### src/rtl/core/swsem_pkg.sv
// ----------------------------------------------------------------------------
// swsem_pkg
// Shared types, constants and helper functions of the shape wipe mixer.
// ----------------------------------------------------------------------------
package swsem_pkg;

   localparam int PIX_W      = 64;
   localparam int CH_W       = 16;
   localparam int CH_N       = 4;
   localparam int PAT_W      = 8;
   localparam int COL_W      = 3 * PAT_W;
   localparam int CELL_N     = 9;
   localparam int CNT_W      = 4;
   localparam int WGT_W      = 17;
   localparam int PROD_W     = 33;
   localparam int REQ_DATA_W = 160;
   localparam int RSP_DATA_W = 64;

   localparam int QUEUE_DEPTH = 4;
   localparam int QPTR_W      = 2;
   localparam int QCNT_W      = 3;

   localparam int CSR_IDX_W  = 2;
   localparam int CSR_DATA_W = 8;

   localparam logic [CSR_IDX_W-1:0] CSR_WIPE_DIRECTION = 2'd0;
   localparam logic [CSR_IDX_W-1:0] CSR_SOFT_EDGE      = 2'd1;
   localparam logic [CSR_IDX_W-1:0] CSR_PIXEL_LAYOUT   = 2'd2;
   localparam logic [CSR_IDX_W-1:0] CSR_EDGE_THRESHOLD = 2'd3;

   localparam int CH_ALPHA_RGBA = 3;
   localparam int CH_ALPHA_AYUV = 0;

   localparam logic [WGT_W-1:0] FULL_WEIGHT = 17'd65536;

   typedef struct packed {
      logic             wipe_direction;
      logic             soft_edge;
      logic             pixel_layout;
      logic [PAT_W-1:0] edge_threshold;
   } mix_cfg_type;

   // cell index: column * 3 + row; column 0 left, row 0 above
   typedef struct packed {
      logic [CELL_N-1:0] hit;
      logic [CELL_N-1:0] inb;
      logic [PIX_W-1:0]  incoming;
      logic [PIX_W-1:0]  outgoing;
      logic              last;
   } mix_job_type;

   function automatic logic cell_passes(input mix_cfg_type cfg, input logic [PAT_W-1:0] pat);
      logic pass;
      if (cfg.wipe_direction) pass = (pat <= cfg.edge_threshold);
      else                    pass = (pat >= cfg.edge_threshold);
      return pass;
   endfunction

   function automatic logic [2:0] column_hits(input mix_cfg_type cfg, input logic [COL_W-1:0] pats);
      logic [2:0] hits;
      hits[0] = cell_passes(cfg, pats[PAT_W-1:0]);
      hits[1] = cell_passes(cfg, pats[2*PAT_W-1:PAT_W]);
      hits[2] = cell_passes(cfg, pats[3*PAT_W-1:2*PAT_W]);
      return hits;
   endfunction

   function automatic logic [CNT_W-1:0] count_cells(input logic [CELL_N-1:0] cells);
      logic [CNT_W-1:0] n;
      n = '0;
      for (int i = 0; i < CELL_N; i++) n = n + CNT_W'(cells[i]);
      return n;
   endfunction

   // round half up of count * 65536 / total
   function automatic logic [WGT_W-1:0] soft_weight(input logic [CNT_W-1:0] count,
                                                    input logic [CNT_W-1:0] total);
      logic [WGT_W-1:0] w;
      unique case ({total, count})
         8'h11: w = 17'd65536;
         8'h21: w = 17'd32768;
         8'h22: w = 17'd65536;
         8'h31: w = 17'd21845;
         8'h32: w = 17'd43691;
         8'h33: w = 17'd65536;
         8'h41: w = 17'd16384;
         8'h42: w = 17'd32768;
         8'h43: w = 17'd49152;
         8'h44: w = 17'd65536;
         8'h51: w = 17'd13107;
         8'h52: w = 17'd26214;
         8'h53: w = 17'd39322;
         8'h54: w = 17'd52429;
         8'h55: w = 17'd65536;
         8'h61: w = 17'd10923;
         8'h62: w = 17'd21845;
         8'h63: w = 17'd32768;
         8'h64: w = 17'd43691;
         8'h65: w = 17'd54613;
         8'h66: w = 17'd65536;
         8'h71: w = 17'd9362;
         8'h72: w = 17'd18725;
         8'h73: w = 17'd28087;
         8'h74: w = 17'd37449;
         8'h75: w = 17'd46811;
         8'h76: w = 17'd56174;
         8'h77: w = 17'd65536;
         8'h81: w = 17'd8192;
         8'h82: w = 17'd16384;
         8'h83: w = 17'd24576;
         8'h84: w = 17'd32768;
         8'h85: w = 17'd40960;
         8'h86: w = 17'd49152;
         8'h87: w = 17'd57344;
         8'h88: w = 17'd65536;
         8'h91: w = 17'd7282;
         8'h92: w = 17'd14564;
         8'h93: w = 17'd21845;
         8'h94: w = 17'd29127;
         8'h95: w = 17'd36409;
         8'h96: w = 17'd43691;
         8'h97: w = 17'd50972;
         8'h98: w = 17'd58254;
         8'h99: w = 17'd65536;
         default: w = '0;
      endcase
      return w;
   endfunction

endpackage

### src/rtl/core/swsem_front.sv
// ----------------------------------------------------------------------------
// swsem_front
// Column window tracking: accepts items, keeps the pending column and its
// left neighbour, classifies the 3x3 window cells and issues mix jobs.
// ----------------------------------------------------------------------------
module swsem_front (
   input  logic                                clock,
   input  logic                                reset,
   input  swsem_pkg::mix_cfg_type              cfg,
   input  logic                                req_tvalid,
   output logic                                req_tready,
   input  logic [swsem_pkg::REQ_DATA_W-1:0]    req_tdata,
   input  logic                                req_tuser,
   input  logic                                req_tlast,
   output logic                                push,
   output swsem_pkg::mix_job_type              push_job,
   input  logic                                full
);
   import swsem_pkg::*;

   logic [COL_W-1:0] win0_ff, win0_in, win1_ff, win1_in;
   logic [PIX_W-1:0] pend_in_ff, pend_in_in, pend_out_ff, pend_out_in;
   logic [1:0]       flags_ff, flags_in;
   logic             left_ff, left_in, pend_v_ff, pend_v_in, flush_ff, flush_in;

   logic [COL_W-1:0] pats;
   logic [1:0]       flags;
   logic             item_acc, right_valid;
   logic [2:0]       col_inb;

   assign pats  = req_tdata[COL_W-1:0];
   assign flags = req_tdata[COL_W+1:COL_W];

   assign req_tready  = !flush_ff && !full;
   assign item_acc    = req_tvalid && req_tready;
   assign push        = flush_ff ? !full : (item_acc && pend_v_ff);
   assign right_valid = !flush_ff && !req_tuser;
   assign col_inb     = {flags_ff[1], 1'b1, flags_ff[0]};

   always_comb begin
      push_job.inb      = {right_valid ? col_inb : 3'b000, col_inb,
                           left_ff ? col_inb : 3'b000};
      push_job.hit      = {column_hits(cfg, pats), column_hits(cfg, win1_ff),
                           column_hits(cfg, win0_ff)} & push_job.inb;
      push_job.incoming = pend_in_ff;
      push_job.outgoing = pend_out_ff;
      push_job.last     = !right_valid;
   end

   always_comb begin
      win0_in     = win0_ff;
      win1_in     = win1_ff;
      pend_in_in  = pend_in_ff;
      pend_out_in = pend_out_ff;
      flags_in    = flags_ff;
      left_in     = left_ff;
      pend_v_in   = pend_v_ff;
      flush_in    = flush_ff;
      if (flush_ff) begin
         if (!full) begin
            pend_v_in = 1'b0;
            left_in   = 1'b0;
            flush_in  = 1'b0;
         end
      end else if (item_acc) begin
         win0_in     = win1_ff;
         left_in     = pend_v_ff && !req_tuser;
         win1_in     = pats;
         flags_in    = flags;
         pend_in_in  = req_tdata[COL_W+2+PIX_W-1:COL_W+2];
         pend_out_in = req_tdata[COL_W+2+2*PIX_W-1:COL_W+2+PIX_W];
         pend_v_in   = 1'b1;
         flush_in    = req_tlast;
      end
   end

   always_ff @(posedge clock) begin
      win0_ff     <= win0_in;
      win1_ff     <= win1_in;
      pend_in_ff  <= pend_in_in;
      pend_out_ff <= pend_out_in;
      flags_ff    <= flags_in;
      if (reset) begin
         left_ff   <= 1'b0;
         pend_v_ff <= 1'b0;
         flush_ff  <= 1'b0;
      end else begin
         left_ff   <= left_in;
         pend_v_ff <= pend_v_in;
         flush_ff  <= flush_in;
      end
   end

   a_flush_has_column: assert property (@(posedge clock) disable iff (reset)
      flush_ff |-> pend_v_ff)
      else $error("row flush without a pending column");

   a_finish_flushes: assert property (@(posedge clock) disable iff (reset)
      (item_acc && req_tlast) |=> (flush_ff && !req_tready))
      else $error("row end did not start a flush");

endmodule

### config.mk
export PLATFORM = sky130hd
export DESIGN_NAME = swsem_front
export DESIGN_NICKNAME = d
export VERILOG_FILES = /design/src/rtl/core/swsem_pkg.sv /design/src/rtl/core/swsem_front.sv
export SDC_FILE = /design/constraint.sdc
export NUM_CORES = 1
export LEC_CHECK = 0
export ABC_AREA = 1
export BUFFER_PORTS_ARGS = -buffer_cell sky130_fd_sc_hd__buf_4
export CAP_MARGIN = 10
export CORE_AREA = 4 4 131 133
export DETAILED_ROUTE_END_ITERATION = 8
export DIE_AREA = 0 0 135 137
export PLACE_DENSITY = 0.82
export SYNTH_ARGS = -nofsm -noshare
export SYNTH_HDL_FRONTEND = slang
export SYNTH_SLANG_ARGS = --single-unit
### constraint.sdc
create_clock -name clock -period 3.96 [get_ports clock]
set_input_delay 0.594 -clock clock [delete_from_list [all_inputs] [get_ports clock]]
set_output_delay 0.594 -clock clock [all_outputs]
set_load 0.01 [all_outputs]
# Yosys cells after proc, flatten, opt, wreduce, memory -nomap -nowiden
# Index checks and enable logic that the tools add are counted.
[word_totals]
latchBits = 0
rom_bits = 0
wordCells = 61
ram_bits = 0
reg_bits = 181
n_memories = 0
[op_classes]
n_mux = 20
n_shift = 0
n_div = 0
magnitude_cmp = 18
bitwise = 2
mul = 0
n_reduce_logical = 12
eq_ne = 1
add_sub_neg = 0
[ops]
columns = ["operator", "n"]
rows = [
  ["8-bit greater-or-equal comparator", 9],
  ["8-bit <= comparator", 9],
  ["1-bit 2-to-1 mux", 18],
  ["9-bit bitwise AND", 1],
  ["3-bit 2-to-1 mux", 2],
  ["1-bit logical AND", 5],
  ["1-bit zero test", 4],
  ["2-bit AND reduction", 2],
  ["2-bit inequality test (second input constant)", 1],
  ["2-bit nonzero test", 1],
  ["1-bit NOT", 1],
]

# Depth between registers and ports, before layout
[depth]
depth_word = 5
ltp_mapped = 12
ltp_nobuf = 12

# Worst setup path after synthesis
# OpenSTA, ideal clock, no wires.
[synth_path]
kind = "in2out"
startpoint = "input port full"
endpoint = "output port push"
arrival_ns = 3.045
t_required_ns = 3.366
stages = 5
setup_slack_ns = 0.321
cell_sequence = "nor2_2 -> nand2_2 -> inv_2 -> nand2_1 -> nand2_1"
[synth_between]
elab_chain_cells = 5
[synth_rtl]
columns = ["element", "line", "source"]
rows = [
  ["start: declaration", "swsem_front.sv:17", "input logic full"],
  ["1-bit zero test (*)", "n/a", ""],
  ["1-bit logical AND", "swsem_front.sv:34", "assign req_tready = !flush_ff && !full;"],
  ["1-bit logical AND", "swsem_front.sv:35", "assign item_acc = req_tvalid && req_tready;"],
  ["1-bit logical AND", "swsem_front.sv:36", "assign push = flush_ff ? !full : (item_acc && pend_v_ff);"],
  ["1-bit 2-to-1 mux (*)", "swsem_front.sv:36", ""],
  ["end: declaration", "swsem_front.sv:15", "output logic push,"],
]
# Every way passes the cells marked *; elsewhere a longest branch is shown, timed or not.

==> flow_metrics.env <==
export IMPL_layout_common_cells="buf_4 (317), edfxtp_1 (178), nand2_1 (106)"
export IMPL_yosys_area_share_adder_pct=11.92
export IMPL_layout_commonest_cell="buf_4"
export IMPL_die_h_um=137
export IMPL_synth_seq_cells=181
export IMPL_num_io_pins=326
export IMPL_p_per_area_nw_per_um2=400.1
export IMPL_required_ns=3.37
export IMPL_worst_slew_pin_slew_ns=0.6914
export IMPL_clockPowerShare_pct=35.8
export IMPL_viasPerCell=4.820
export IMPL_synth_compound_area_share_pct=2.765
export IMPL_r2r_end="win1_ff[2]$_DFFE_PP_"
export IMPL_fp_dieW_um=135
export IMPL_hold_violations=0
export IMPL_drive_above_1_share_pct=44.23
export IMPL_max_slew_margin_rel_pct=53.91
export IMPL_p_comb_share_pct=12.3
export IMPL_areaGrowthSynthToFinish_pct=42.04
export IMPL_io_buffer_count=316
export IMPL_report_final_slew_viol_count=0
export IMPL_yosysWarningCount=0
export IMPL_max_freq_mhz=368.1
export IMPL_synth_xor_area_share_pct=0
export IMPL_hold_path_class="in2reg"
export IMPL_dr_pass1_iters=4
export IMPL_synth_top_family_by_area="adder cells"
export IMPL_die_area_um2=18500
export IMPL_grt_max_degree=92
export IMPL_hold_depth=1
export IMPL_clockBufferDepth=2
export IMPL_synthesis_area_um2=7556
export IMPL_synthesis_nets=770
export IMPL_std_cell_rows=46
export IMPL_clock_latency_ns=0.43
export IMPL_netlist_instances=521
export IMPL_ctsRootBufferMaster="clkbuf_16"
export IMPL_drt_iter0_markers=186
export IMPL_clkTransAtPathRegs_ns=0.07
export IMPL_fin_crit_ns=2.716
export IMPL_route_vias_total=5220
export IMPL_start_util_pct=47.74
export IMPL_final_nets=1103
export IMPL_overflow=0
export IMPL_post_drt_wl_per_cell_um=17.71
export IMPL_cts_tree="yes"
export IMPL_critPathKind="in2out"
export IMPL_drc=0
export IMPL_muxShareOfSynthArea_pct=0
export IMPL_p_total_mw=4.294
export IMPL_grt_pass1_wl_mm=27.50
export IMPL_ant_nets=0
export IMPL_r2r_start="flush_ff$_SDFF_PP0_"
export IMPL_htree_num_levels=4
export IMPL_ctsHoldBuffers=0
export IMPL_peakVddDrop_v=0.0002933
export IMPL_setup_viol=0
export IMPL_power_switching_mw=1.018
export IMPL_min_from="req_tdata[110]"
export IMPL_cts_made_buffers=17
export IMPL_pre_cts_ws_ns=1.268
export IMPL_min_to="pend_out_ff[20]$_DFFE_PP_"
export IMPL_grt_pass1_vias=5470
export IMPL_worstSetupStartpointType="input pin"
export IMPL_p_seq_share_pct=51.9
export IMPL_cp_end_kind="output port"
export IMPL_worst_ep_arrival_time_ns=2.12
export IMPL_yosysTopAreaCellShare_pct=70.74
export IMPL_skew_ns=0.01001
export IMPL_wirelength_mm=19.18
export IMPL_syn_avg_cell_area_um2=14.50
export IMPL_synth_largest_area_cell="edfxtp_1"
export IMPL_ff2ff_setup_slack_ns=2.01
export IMPL_period_share_pct=68.60
export IMPL_status="finished clean"
export IMPL_cts_resized=0
export IMPL_drv_cap=0
export IMPL_synthTopCellsByArea="edfxtp_1 (71%), ha_1 (12%), nand2_1 (5.3%)"
export IMPL_core_area_um2=15830
export IMPL_r2r_worst_path_cells=4
export IMPL_synth_cell_types=23
export IMPL_dpl_hpwl_mm=15.06
export IMPL_yosys_area_share_simple_pct=10.33
export IMPL_tns_ns=0
export IMPL_cts_setup_buffers=0
export IMPL_clock_sinks=181
export IMPL_worst_slack_ns=1.244
export IMPL_startpoint="cfg[7]"
export IMPL_gp_congestion=0.7771
export IMPL_crit_fanout=9
export IMPL_p_int_mw=3.276
export IMPL_leakage_nw=4.820
export IMPL_grt_total_usage_pct=20.11
export IMPL_ys_seq_area_share_pct=71.54
export IMPL_antenna_found_initial=0
export IMPL_switching_share_pct=23.71
export IMPL_rsz0062_at_grt="false"
[metrics by stage]
step                utilization [%]  hold slack [ns]  instances  instance area, um^2
finish                        67.81           0.3352       1083                10730
global route                  67.79           0.3079       1082                10730
CTS                           67.79           0.3182       1082                10730
detailed placement            64.47           0.4374       1051                10200
global placement              64.47           0.4292       1051                10200
floorplan                         -           0.4264        521                 7556
[per-layer routing]
metal,track usage [%],part of all wire [%]
met5,0,0
met4,8.455,2.9
met3,9.743,10
met1,19.81,33
met2,36.08,54
[state kept, by name, summed over array words and instances (netlist names)]
| signal | count |
|---|---|
| win1_ff | 24 |
| flush_ff | 1 |
| pend_out_ff | 64 |
| flags_ff | 2 |
| pend_in_ff | 64 |
| pend_v_ff | 1 |
| win0_ff | 24 |
| left_ff | 1 |
[cells by family (layout without fill, tap and decap cells)]
group / count (synthesis) / after routing
buffers and inverters: 65 / 410
flip-flops: 181 / 181
adder cells (fa/ha/maj): 72 / 72
AO/OA/AOI/OAI: 35 / 35
AND/OR/NAND/NOR: 167 / 167
other: 1 / 2
[cell type report]
| class | instances | area (um^2) |
|---|---|---|
| fillers | 1147 | 5095 |
| inverters | 61 | 234.0 |
| clock inverters | 13 | 97.59 |
| diodes | 1 | 2.502 |
| well taps | 216 | 270.3 |
| flip-flops and latches | 181 | 5405 |
| repair buffers | 318 | 2400 |
| clock buffers | 18 | 429.2 |
| multi-input cells | 275 | 1894 |
[how the worst max path moves through the flow]
stage                                to  slack [ns]  cells past startpoint
after detailed placement  push_job[145]        1.27                     10
after global routing      push_job[139]        1.12                     10
final                     push_job[145]        1.24                     10
after floorplan                    push        0.32                      5
after CTS                 push_job[145]        1.27                     13
after global placement    push_job[139]        1.30                     10
[critical path: stages]
cell     delay [ns]
buf_4          0.11
inv_1          0.29
ha_1           0.32
a21o_1         0.19
nor2_2         0.14
nand2_1        0.07
nand3_1        0.06
nand2_1        0.05
nor2_1         0.14
buf_4          0.15
[cell usage after synthesis]
library cell  count
a21oi_1          22
nand3_1          10
nor2_4            6
nand4_1          10
a21oi_2           1
o21ai_1           1
o21a_1            1
inv_2             7
nor2_1           14
nand4_2           3
a21o_1            8
buf_4             3
conb_1            1
inv_1            54
buf_2             1
ha_1             72
nand2_2           5
nand2_1         106
nor2_2           13
dfxtp_1           3
edfxtp_1        178
o21ai_0           1
a211oi_2          1
[power groups by stage]
stage,clock (mW),sequential [mW],combinational [mW]
after floorplan,0,2.30,0.204
after global placement,0,2.27,0.515
after detailed placement,0,2.27,0.533
after CTS,1.57,2.23,0.535
after global routing,1.66,2.24,0.584
final,1.54,2.23,0.527
Power figures use the tool's default switching activity.
