`config.mk`:
```
export PLATFORM = sky130hd
export DESIGN_NAME = swsem_queue
export DESIGN_NICKNAME = d
export VERILOG_FILES = /design/src/rtl/core/swsem_pkg.sv /design/src/rtl/core/swsem_queue.sv
export SDC_FILE = /design/constraint.sdc
export NUM_CORES = 1
export LEC_CHECK = 0
export ABC_AREA = 1
export BUFFER_PORTS_ARGS = -buffer_cell sky130_fd_sc_hd__buf_2
export CORE_MARGIN = 2
export CORE_UTILIZATION = 54
export CTS_BUF_LIST = sky130_fd_sc_hd__clkbuf_8
export CTS_CLUSTER_SIZE = 8
export DETAILED_ROUTE_END_ITERATION = 10
export GPL_TIMING_DRIVEN = 0
export MAX_ROUTING_LAYER = met4
export PLACE_DENSITY = 0.84
export SLEW_MARGIN = 15
export SYNTH_ARGS = -nofsm -noshare
export SYNTH_HDL_FRONTEND = slang
export SYNTH_SLANG_ARGS = --single-unit
```
`constraint.sdc`:
```
create_clock -name clock -period 4.74 [get_ports clock]
set_input_delay 1.422 -clock clock [delete_from_list [all_inputs] [get_ports clock]]
set_output_delay 1.422 -clock clock [all_outputs]
set_load 0.02 [all_outputs]
```
`src/rtl/core/swsem_pkg.sv`:
```
// ----------------------------------------------------------------------------
// swsem_pkg
// Shared types, constants and helper functions of the shape wipe mixer.
// ----------------------------------------------------------------------------
package swsem_pkg;

   localparam int PIX_W      = 64;
   localparam int CH_W       = 16;
   localparam int CH_N       = 4;
   localparam int PAT_W      = 8;
   localparam int COL_W      = 3 * PAT_W;
   localparam int CELL_N     = 9;
   localparam int CNT_W      = 4;
   localparam int WGT_W      = 17;
   localparam int PROD_W     = 33;
   localparam int REQ_DATA_W = 160;
   localparam int RSP_DATA_W = 64;

   localparam int QUEUE_DEPTH = 4;
   localparam int QPTR_W      = 2;
   localparam int QCNT_W      = 3;

   localparam int CSR_IDX_W  = 2;
   localparam int CSR_DATA_W = 8;

   localparam logic [CSR_IDX_W-1:0] CSR_WIPE_DIRECTION = 2'd0;
   localparam logic [CSR_IDX_W-1:0] CSR_SOFT_EDGE      = 2'd1;
   localparam logic [CSR_IDX_W-1:0] CSR_PIXEL_LAYOUT   = 2'd2;
   localparam logic [CSR_IDX_W-1:0] CSR_EDGE_THRESHOLD = 2'd3;

   localparam int CH_ALPHA_RGBA = 3;
   localparam int CH_ALPHA_AYUV = 0;

   localparam logic [WGT_W-1:0] FULL_WEIGHT = 17'd65536;

   typedef struct packed {
      logic             wipe_direction;
      logic             soft_edge;
      logic             pixel_layout;
      logic [PAT_W-1:0] edge_threshold;
   } mix_cfg_type;

   // cell index: column * 3 + row; column 0 left, row 0 above
   typedef struct packed {
      logic [CELL_N-1:0] hit;
      logic [CELL_N-1:0] inb;
      logic [PIX_W-1:0]  incoming;
      logic [PIX_W-1:0]  outgoing;
      logic              last;
   } mix_job_type;

   function automatic logic cell_passes(input mix_cfg_type cfg, input logic [PAT_W-1:0] pat);
      logic pass;
      if (cfg.wipe_direction) pass = (pat <= cfg.edge_threshold);
      else                    pass = (pat >= cfg.edge_threshold);
      return pass;
   endfunction

   function automatic logic [2:0] column_hits(input mix_cfg_type cfg, input logic [COL_W-1:0] pats);
      logic [2:0] hits;
      hits[0] = cell_passes(cfg, pats[PAT_W-1:0]);
      hits[1] = cell_passes(cfg, pats[2*PAT_W-1:PAT_W]);
      hits[2] = cell_passes(cfg, pats[3*PAT_W-1:2*PAT_W]);
      return hits;
   endfunction

   function automatic logic [CNT_W-1:0] count_cells(input logic [CELL_N-1:0] cells);
      logic [CNT_W-1:0] n;
      n = '0;
      for (int i = 0; i < CELL_N; i++) n = n + CNT_W'(cells[i]);
      return n;
   endfunction

   // round half up of count * 65536 / total
   function automatic logic [WGT_W-1:0] soft_weight(input logic [CNT_W-1:0] count,
                                                    input logic [CNT_W-1:0] total);
      logic [WGT_W-1:0] w;
      unique case ({total, count})
         8'h11: w = 17'd65536;
         8'h21: w = 17'd32768;
         8'h22: w = 17'd65536;
         8'h31: w = 17'd21845;
         8'h32: w = 17'd43691;
         8'h33: w = 17'd65536;
         8'h41: w = 17'd16384;
         8'h42: w = 17'd32768;
         8'h43: w = 17'd49152;
         8'h44: w = 17'd65536;
         8'h51: w = 17'd13107;
         8'h52: w = 17'd26214;
         8'h53: w = 17'd39322;
         8'h54: w = 17'd52429;
         8'h55: w = 17'd65536;
         8'h61: w = 17'd10923;
         8'h62: w = 17'd21845;
         8'h63: w = 17'd32768;
         8'h64: w = 17'd43691;
         8'h65: w = 17'd54613;
         8'h66: w = 17'd65536;
         8'h71: w = 17'd9362;
         8'h72: w = 17'd18725;
         8'h73: w = 17'd28087;
         8'h74: w = 17'd37449;
         8'h75: w = 17'd46811;
         8'h76: w = 17'd56174;
         8'h77: w = 17'd65536;
         8'h81: w = 17'd8192;
         8'h82: w = 17'd16384;
         8'h83: w = 17'd24576;
         8'h84: w = 17'd32768;
         8'h85: w = 17'd40960;
         8'h86: w = 17'd49152;
         8'h87: w = 17'd57344;
         8'h88: w = 17'd65536;
         8'h91: w = 17'd7282;
         8'h92: w = 17'd14564;
         8'h93: w = 17'd21845;
         8'h94: w = 17'd29127;
         8'h95: w = 17'd36409;
         8'h96: w = 17'd43691;
         8'h97: w = 17'd50972;
         8'h98: w = 17'd58254;
         8'h99: w = 17'd65536;
         default: w = '0;
      endcase
      return w;
   endfunction

endpackage

```
`src/rtl/core/swsem_queue.sv`:
```
// ----------------------------------------------------------------------------
// swsem_queue
// Short job queue between the window front end and the blend back end.
// ----------------------------------------------------------------------------
module swsem_queue (
   input  logic                   clock,
   input  logic                   reset,
   input  logic                   push,
   input  swsem_pkg::mix_job_type push_job,
   output logic                   full,
   input  logic                   pop,
   output swsem_pkg::mix_job_type head_job,
   output logic                   head_valid
);
   import swsem_pkg::*;

   mix_job_type       entries_ff [QUEUE_DEPTH];
   logic [QPTR_W-1:0] wr_ptr_ff, wr_ptr_in, rd_ptr_ff, rd_ptr_in;
   logic [QCNT_W-1:0] count_ff, count_in;

   assign full       = (count_ff == QCNT_W'(QUEUE_DEPTH));
   assign head_valid = (count_ff != '0);
   assign head_job   = entries_ff[rd_ptr_ff];

   always_comb begin
      wr_ptr_in = push ? wr_ptr_ff + 1'b1 : wr_ptr_ff;
      rd_ptr_in = pop  ? rd_ptr_ff + 1'b1 : rd_ptr_ff;
      count_in  = count_ff + QCNT_W'(push) - QCNT_W'(pop);
   end

   always_ff @(posedge clock) begin
      if (push) entries_ff[wr_ptr_ff] <= push_job;
      if (reset) begin
         wr_ptr_ff <= '0;
         rd_ptr_ff <= '0;
         count_ff  <= '0;
      end else begin
         wr_ptr_ff <= wr_ptr_in;
         rd_ptr_ff <= rd_ptr_in;
         count_ff  <= count_in;
      end
   end

   a_no_overflow: assert property (@(posedge clock) disable iff (reset)
      push |-> (!full || pop))
      else $error("job queue overflow");

   a_no_underflow: assert property (@(posedge clock) disable iff (reset)
      pop |-> head_valid)
      else $error("job queue underflow");

endmodule

```
# After elaboration in Yosys (flattened, before gate mapping)
# Memory sizes are Yosys's and may differ from the RTL's. A register that Yosys moved wholly into a read port is not among the register bits.
# Cells that the tools add are included.
[classes]
n_reduce_logical = 1
eq_ne = 1
muxes = 4
n_addsub = 4
[op_table]
columns = ["operator", "count"]
rows = [
  ["$add 2x1->2 const B", 2],
  ["$mux 2", 2],
  ["$add 3x1->3", 1],
  ["$eq 3x3->1 const B", 1],
  ["$reduce_bool 3->1", 1],
  ["$sub 3x1->3", 1],
  ["$mux 1", 2],
]
[word_totals]
reg_bits = 7
ramBits = 588
output_inout_bits = 149
memories = 1
[memory_table]
columns = ["memory", "depth", "word_bits", "rd", "rd_ports_with_merged_regs", "write_ports", "line_no", "rtl"]
rows = [
  ["entries_ff", 4, 147, 1, 1, 1, "swsem_queue.sv:17", "mix_job_type entries_ff [QUEUE_DEPTH];"],
]

# Depth between registers and ports, before layout
# Gate-level depths: netlist of the first run.
[depth]
ltp_word = 3
ltp_mapped = 8
mapped_depth_nobuf = 8

# Least setup slack after synthesis of the first run
# No wires, ideal clock.
[synth_path]
kind = "input port to flip-flop"
from = "input push"
to = "memory entries_ff[2][0] in the netlist's numbering, enable pin"
setup_ns = 0.500
required_ns = 4.240
arrival_time_ns = 4.284
stages = 2
slack_ns = -0.044
cell_sequence = "nand2_1 > inv_1"
[synth_between]
elab_chain_len = 2
[synth_lines]
columns = ["element", "line_no", "rtl"]
rows = [
  ["start, declared", "swsem_queue.sv:8", "input logic push,"],
  ["$mux 1", "swsem_queue.sv:32", "if (push) entries_ff[wr_ptr_ff] <= push_job;"],
  ["$mux 1 (not written as such)", "swsem_queue.sv:32", ""],
  ["end, declared", "swsem_queue.sv:17", ""],
]
# Every way passes these cells.

==> flow_metrics.py, run 1 <==
metrics = {
    "clock_network": {
        "postCtsHoldBufs": 0,
        "clk_path_buf_depth": 3,
        "cts-resized-gates": 0,
        "cts_root_buf": "clkbuf_8",
        "post_cts_buffers": 0,
        "htree_levels": 3,
        "clkTransAtPathRegs_ns": 0.06,
        "cts_made_buffers": 93,
        "clk_latency_ns": 0.64,
        "cts_sinks": 597,
        "cts_tree": "done",
    },
    "drt": {
        "ant_nets": 0,
        "viasPerCell": 5.42,
        "route.final.wire_length_um": 56600,
        "first_pass_iters": 5,
        "routedWlPerCell_um": 19.9,
        "post-route-drc-count": 0,
        "drtIter0Drc": 1465,
        "num_vias": 15432,
    },
    "final_layout": {
        "post-route-util_pct": 64.4,
        "nNetsFinal": 2343,
        "drive_above_1_share_pct": 22.6,
        "fillers": 3004,
        "final_common_cell": "edfxtp_1",
        "final_cell_mix": "edfxtp_1, buf_2, inv_1, nand2_1, a21oi_1",
        "syn_to_final_growth_pct": 18.3,
    },
    "global_route": {
        "antenna_found_initial": 10,
        "met1_usage_pct": 31.5,
        "grt-busiest-layer": "met2",
        "grt.total_usage_pct": 25.5,
        "gr-total-overflow": 0,
        "grt_start_max_net_pins": 31,
        "grt_util_met2_pct": 41.3,
        "met3_usage_pct": 5.81,
        "grt_pass1_wl_um": 83900,
        "grt_pass1_vias": 15531,
    },
    "setup_path": {
        "cp-end-kind": "primary output",
        "path_max_fanout": 10,
        "r2r_start": "wr_ptr_ff[1]$_SDFFE_PP0P_",
        "start_kind": "flip-flop",
        "worstPathRequired_ns": 3.32,
        "worstPathArrival_ns": 2.42,
        "worstSetupPathType": "flip-flop to primary output",
    },
    "timing": {
        "rsz0062_at_grt": "false",
        "finalSetupViolCount": 0,
        "relSlewSlack_pct": 56.0,
        "tightest_slew_ns": 0.658,
        "hold_viol": 0,
        "fin_crit_sh_pct": 81.1,
        "finalMaxSlewViolations": 0,
        "fmax_ghz": 0.260,
        "skew_ns": 0.0155,
        "fin_crit_ns": 3.84,
    },
    "power_and_ir_drop": {
        "vdd_ir_drop_max_uv": 279,
        "power.total_mw": 11.2,
        "leakagePower_nw": 11.1,
        "p_per_area_nw_per_um2": 407,
    },
    "synthesis": {
        "yosysUniqueCellTypes": 15,
        "synth_warnings": 0,
        "synthesis.nets": 1929,
        "synthCells": 1771,
        "syn_area_per_cell_um2": 13.2,
        "seq_area_frac_synth_pct": 76.4,
        "syn_area_um2": 23400,
        "yosys_register_bits": 597,
    },
    "floorplanning": {
        "dieArea_um2": 44900,
        "rows": 76,
        "dieWidth_um": 212,
        "core-area_um2": 42900,
        "die_y_um": 212,
        "io_pins": 300,
        "start_util_pct": 54.5,
    },
    "run": {
        "max-cap-violations": 0,
    },
    "worst_hold_path": {
        "hp-class": "flip-flop to flip-flop",
        "hold_path.startpoint": "rd_ptr_ff[1]$_SDFFE_PP0P_",
    },
    "outcome": {
        "status": "complete, no violations",
    },
    "placement": {
        "port_buffers": 299,
        "dp_hpwl_um": 36400,
        "place_congestion": 0.794,
    },
}
[stage by stage]
stage	setup TNS, ns	cells	cell area, um^2	hold slack [ns]	worst slack (ns)
floorplan	0	1771	23400	0.436	0.669
global placement	-726.80	2655	25600	0.460	-1.28
detailed placement	0	2675	26000	0.493	1.40
CTS	0	2832	27600	0.501	0.862
global route	0	2841	27600	0.520	0.753
finish	0	2846	27600	0.498	0.898
[flip-flops by register name, summed over array words and instances (netlist names), named ones only]
signal / count
count_ff: 3
rd_ptr_ff: 2
wr_ptr_ff: 2
entries_ff: 588
[cells in the mapped netlist]
| master | number | area, um^2 |
|---|---|---|
| edfxtp_1 | 588 | 17700 |
| inv_1 | 310 | 1160 |
| nand2_1 | 302 | 1130 |
| a21oi_1 | 153 | 766 |
| o21ai_0 | 151 | 756 |
| o211ai_1 | 147 | 1100 |
| buf_2 | 78 | 390 |
| clkbuf_1 | 16 | 60.1 |
| dfxtp_1 | 9 | 180 |
| ha_1 | 6 | 75.1 |
| nor2_1 | 4 | 15.0 |
| buf_4 | 3 | 22.5 |
| nand3_1 | 2 | 10.0 |
| buf_1 | 1 | 3.75 |
| fa_1 | 1 | 20.0 |
[worst max-delay path: stages, from the launching register on]
cell      delay, ns
dfxtp_1        0.34
buf_2          0.33
clkbuf_1       0.49
nand2_1        0.16
o211ai_1       0.14
nand2_1        0.13
buf_2          0.18
[where the power goes]
group	internal (mW)	switching [mW]
Sequential	6.04	0.0494
Clock	1.92	1.88
Combinational	0.391	0.957
[metal layers]
layer | part of all wire [%] | up-vias
met4 | 2.4 | 0
met3 | 9.5 | 104
li1 | - | 7053
met1 | 38 | 7478
met5 | 0 | -
met2 | 50 | 797
[final timing paths]
| check | to | slack [ns] | cells past startpoint |
|---|---|---|---|
| setup / recovery | head_job[24] | 0.90 | 6 |
| hold / removal | flip-flop | 0.50 | 2 |
| setup reg to reg | entries_ff[1][106]$_DFFE_PP_ | 2.33 | 7 |
| hold reg to reg | flip-flop | 0.50 | 2 |
[final cells by class]
cell class / instances / area, um^2 / area share (%)
clock inverter: 60 / 269 / 0.973
tap: 585 / 732 / 2.65
multi-input combinational: 766 / 3880 / 14.0
antenna: 14 / 35.0 / 0.127
sequential: 597 / 17800 / 64.5
inverter: 310 / 1180 / 4.26
buffer: 98 / 477 / 1.72
clock buffer: 97 / 1340 / 4.83
timing repair buffer: 319 / 1900 / 6.86
[cell families (layout without fill, tap and decap cells)]
logic type               after synthesis  in the layout  synth area share [%]
AND/OR/NAND/NOR                      308            308                  4.96
flip-flops                           597            597                  76.4
adder cells (fa/ha/maj)                7              7                 0.407
buffers and inverters                408            884                  7.02
other                                  0             14                     0
AO/OA/AOI/OAI                        451            451                  11.2
Power figures use the tool's default switching activity.
==> run 2: changes to the inputs <==
--- a/config.mk
+++ b/config.mk
@@ -8,13 +8,13 @@
 export ABC_AREA = 1
 export BUFFER_PORTS_ARGS = -buffer_cell sky130_fd_sc_hd__buf_2
 export CORE_MARGIN = 2
-export CORE_UTILIZATION = 54
+export CORE_UTILIZATION = 60
 export CTS_BUF_LIST = sky130_fd_sc_hd__clkbuf_8
 export CTS_CLUSTER_SIZE = 8
 export DETAILED_ROUTE_END_ITERATION = 10
 export GPL_TIMING_DRIVEN = 0
 export MAX_ROUTING_LAYER = met4
-export PLACE_DENSITY = 0.84
+export PLACE_DENSITY = 0.88
 export SLEW_MARGIN = 15
 export SYNTH_ARGS = -nofsm -noshare
 export SYNTH_HDL_FRONTEND = slang
==> constraint.sdc (replaced) <==
create_clock -name clock -period 3.75 [get_ports clock]
set_input_delay 1.125 -clock clock [delete_from_list [all_inputs] [get_ports clock]]
set_output_delay 1.125 -clock clock [all_outputs]
set_load 0.02 [all_outputs]
==> flow_metrics.py, run 2 (synthesized netlist as in run 1, its figures left out) <==
metrics = {
    "final_layout": {
        "final_common_cell": "edfxtp_1",
        "top_regs": "entries_ff: 588 flops, count_ff: 3 flops",
        "syn_to_final_growth_pct": 17.8,
        "largest_register_ffs": 588,
        "top_register": "entries_ff",
        "post-route-util_pct": 71.3,
        "drive_above_1_share_pct": 22.7,
        "nNetsFinal": 2342,
        "final_cell_mix": "edfxtp_1, buf_2, inv_1, nand2_1, a21oi_1",
    },
    "drt": {
        "drtIter0Drc": 1520,
        "post-route-drc-count": 0,
        "ant_nets": 0,
        "route.final.wire_length_um": 56100,
        "routedWlPerCell_um": 20.3,
        "first_pass_iters": 5,
        "viasPerCell": 5.60,
        "num_vias": 15502,
    },
    "clock_network": {
        "post_cts_buffers": 0,
        "cts_tree": "done",
        "postCtsHoldBufs": 0,
        "clkTransAtPathRegs_ns": 0.06,
        "cts-resized-gates": 0,
        "cts_made_buffers": 91,
        "clk_path_buf_depth": 3,
        "htree_levels": 3,
        "cts_sinks": 597,
        "clk_latency_ns": 0.65,
        "cts_root_buf": "clkbuf_8",
    },
    "power_and_ir_drop": {
        "p_per_area_nw_per_um2": 509,
        "leakagePower_nw": 11.0,
        "vdd_ir_drop_max_uv": 484,
        "power.total_mw": 14.0,
    },
    "timing": {
        "tightest_slew_ns": 0.670,
        "relSlewSlack_pct": 55.2,
        "fin_crit_ns": 3.53,
        "fin_crit_sh_pct": 94.3,
        "holdWs_ns": 0.472,
        "fmax_ghz": 0.283,
        "finalMaxSlewViolations": 0,
        "skew_ns": 0.0327,
        "finalWorstSetupSlack_ns": 0.215,
        "rsz0062_at_grt": "false",
        "hold_viol": 0,
        "finalSetupViolCount": 0,
    },
    "setup_path": {
        "cp-end-kind": "primary output",
        "start_kind": "flip-flop",
        "worstPathRequired_ns": 2.62,
        "path_max_fanout": 10,
        "worstPathArrival_ns": 2.41,
        "worstSetupPathType": "flip-flop to primary output",
        "reg2reg_setup_slack_ns": 1.49,
    },
    "placement": {
        "dp_hpwl_um": 36400,
        "port_buffers": 299,
        "place_congestion": 0.812,
        "pre_cts_ws_ns": 0.840,
    },
    "floorplanning": {
        "start_util_pct": 60.6,
        "rows": 72,
        "dieArea_um2": 40500,
        "dieWidth_um": 201,
        "io_pins": 300,
        "die_y_um": 201,
        "core-area_um2": 38600,
    },
    "global_route": {
        "grt.total_usage_pct": 28.5,
        "gr-total-overflow": 0,
        "grt_start_max_net_pins": 32,
        "antenna_found_initial": 16,
        "grt_pass1_wl_um": 85500,
        "grt_pass1_vias": 15601,
    },
    "run": {
        "max-cap-violations": 0,
    },
    "worst_hold_path": {
        "hp-class": "flip-flop to flip-flop",
    },
    "outcome": {
        "status": "complete, no violations",
    },
}
[run 2: metrics by stage]
stage	area (um^2)	TNS, ns	cells
floorplan	23400	0	1771
finish	27500	0	2768
global route	27500	0	2766
global placement	25500	-1109.33	2588
detailed placement	26000	0	2609
CTS	27500	0	2752
[run 2: power breakdown]
group | leakage, nW | switching (mW) | total (mW) | internal, mW
logic | 4.65 | 1.21 | 1.71 | 0.501
registers | 5.48 | 0.0659 | 7.70 | 7.64
clock network | 0.841 | 2.32 | 4.59 | 2.26
[run 2: metal layers]
metal | routed length, um | global-route usage, % | vias up
li1 | - | - | 7030
met1 | 20600 | 34.8 | 7526
met2 | 28300 | 46.5 | 820
met3 | 5420 | 6.66 | 126
met4 | 1730 | 11.2 | 0
met5 | 0 | - | -
[run 2: final cells by class]
type	instances	area [um^2]
antenna	16	40.0
sequential	597	17800
clock inverter	50	211
timing repair buffer	320	1950
fill	2378	11000
multi-input combinational	766	3890
buffer	98	477
clock buffer	93	1280
tap	518	648
inverter	310	1180
[run 2: worst max-delay path, cell delays in order (launching register included)]
cell and delay, ns:
dfxtp_1 0.35, buf_2 0.40, clkbuf_1 0.46, a21oi_1 0.15, o21ai_0 0.11, nand2_1 0.10
buf_2 0.17
[run 2: worst paths after layout]
check                                 start                          end  depth (start not counted)
setup / recovery                  flip-flop                 head_job[55]                          6
hold / removal    rd_ptr_ff[1]$_SDFFE_PP0P_                    flip-flop                          2
setup reg to reg  wr_ptr_ff[0]$_SDFFE_PP0P_  entries_ff[0][93]$_DFFE_PP_                          7
hold reg to reg   rd_ptr_ff[1]$_SDFFE_PP0P_                    flip-flop                          2
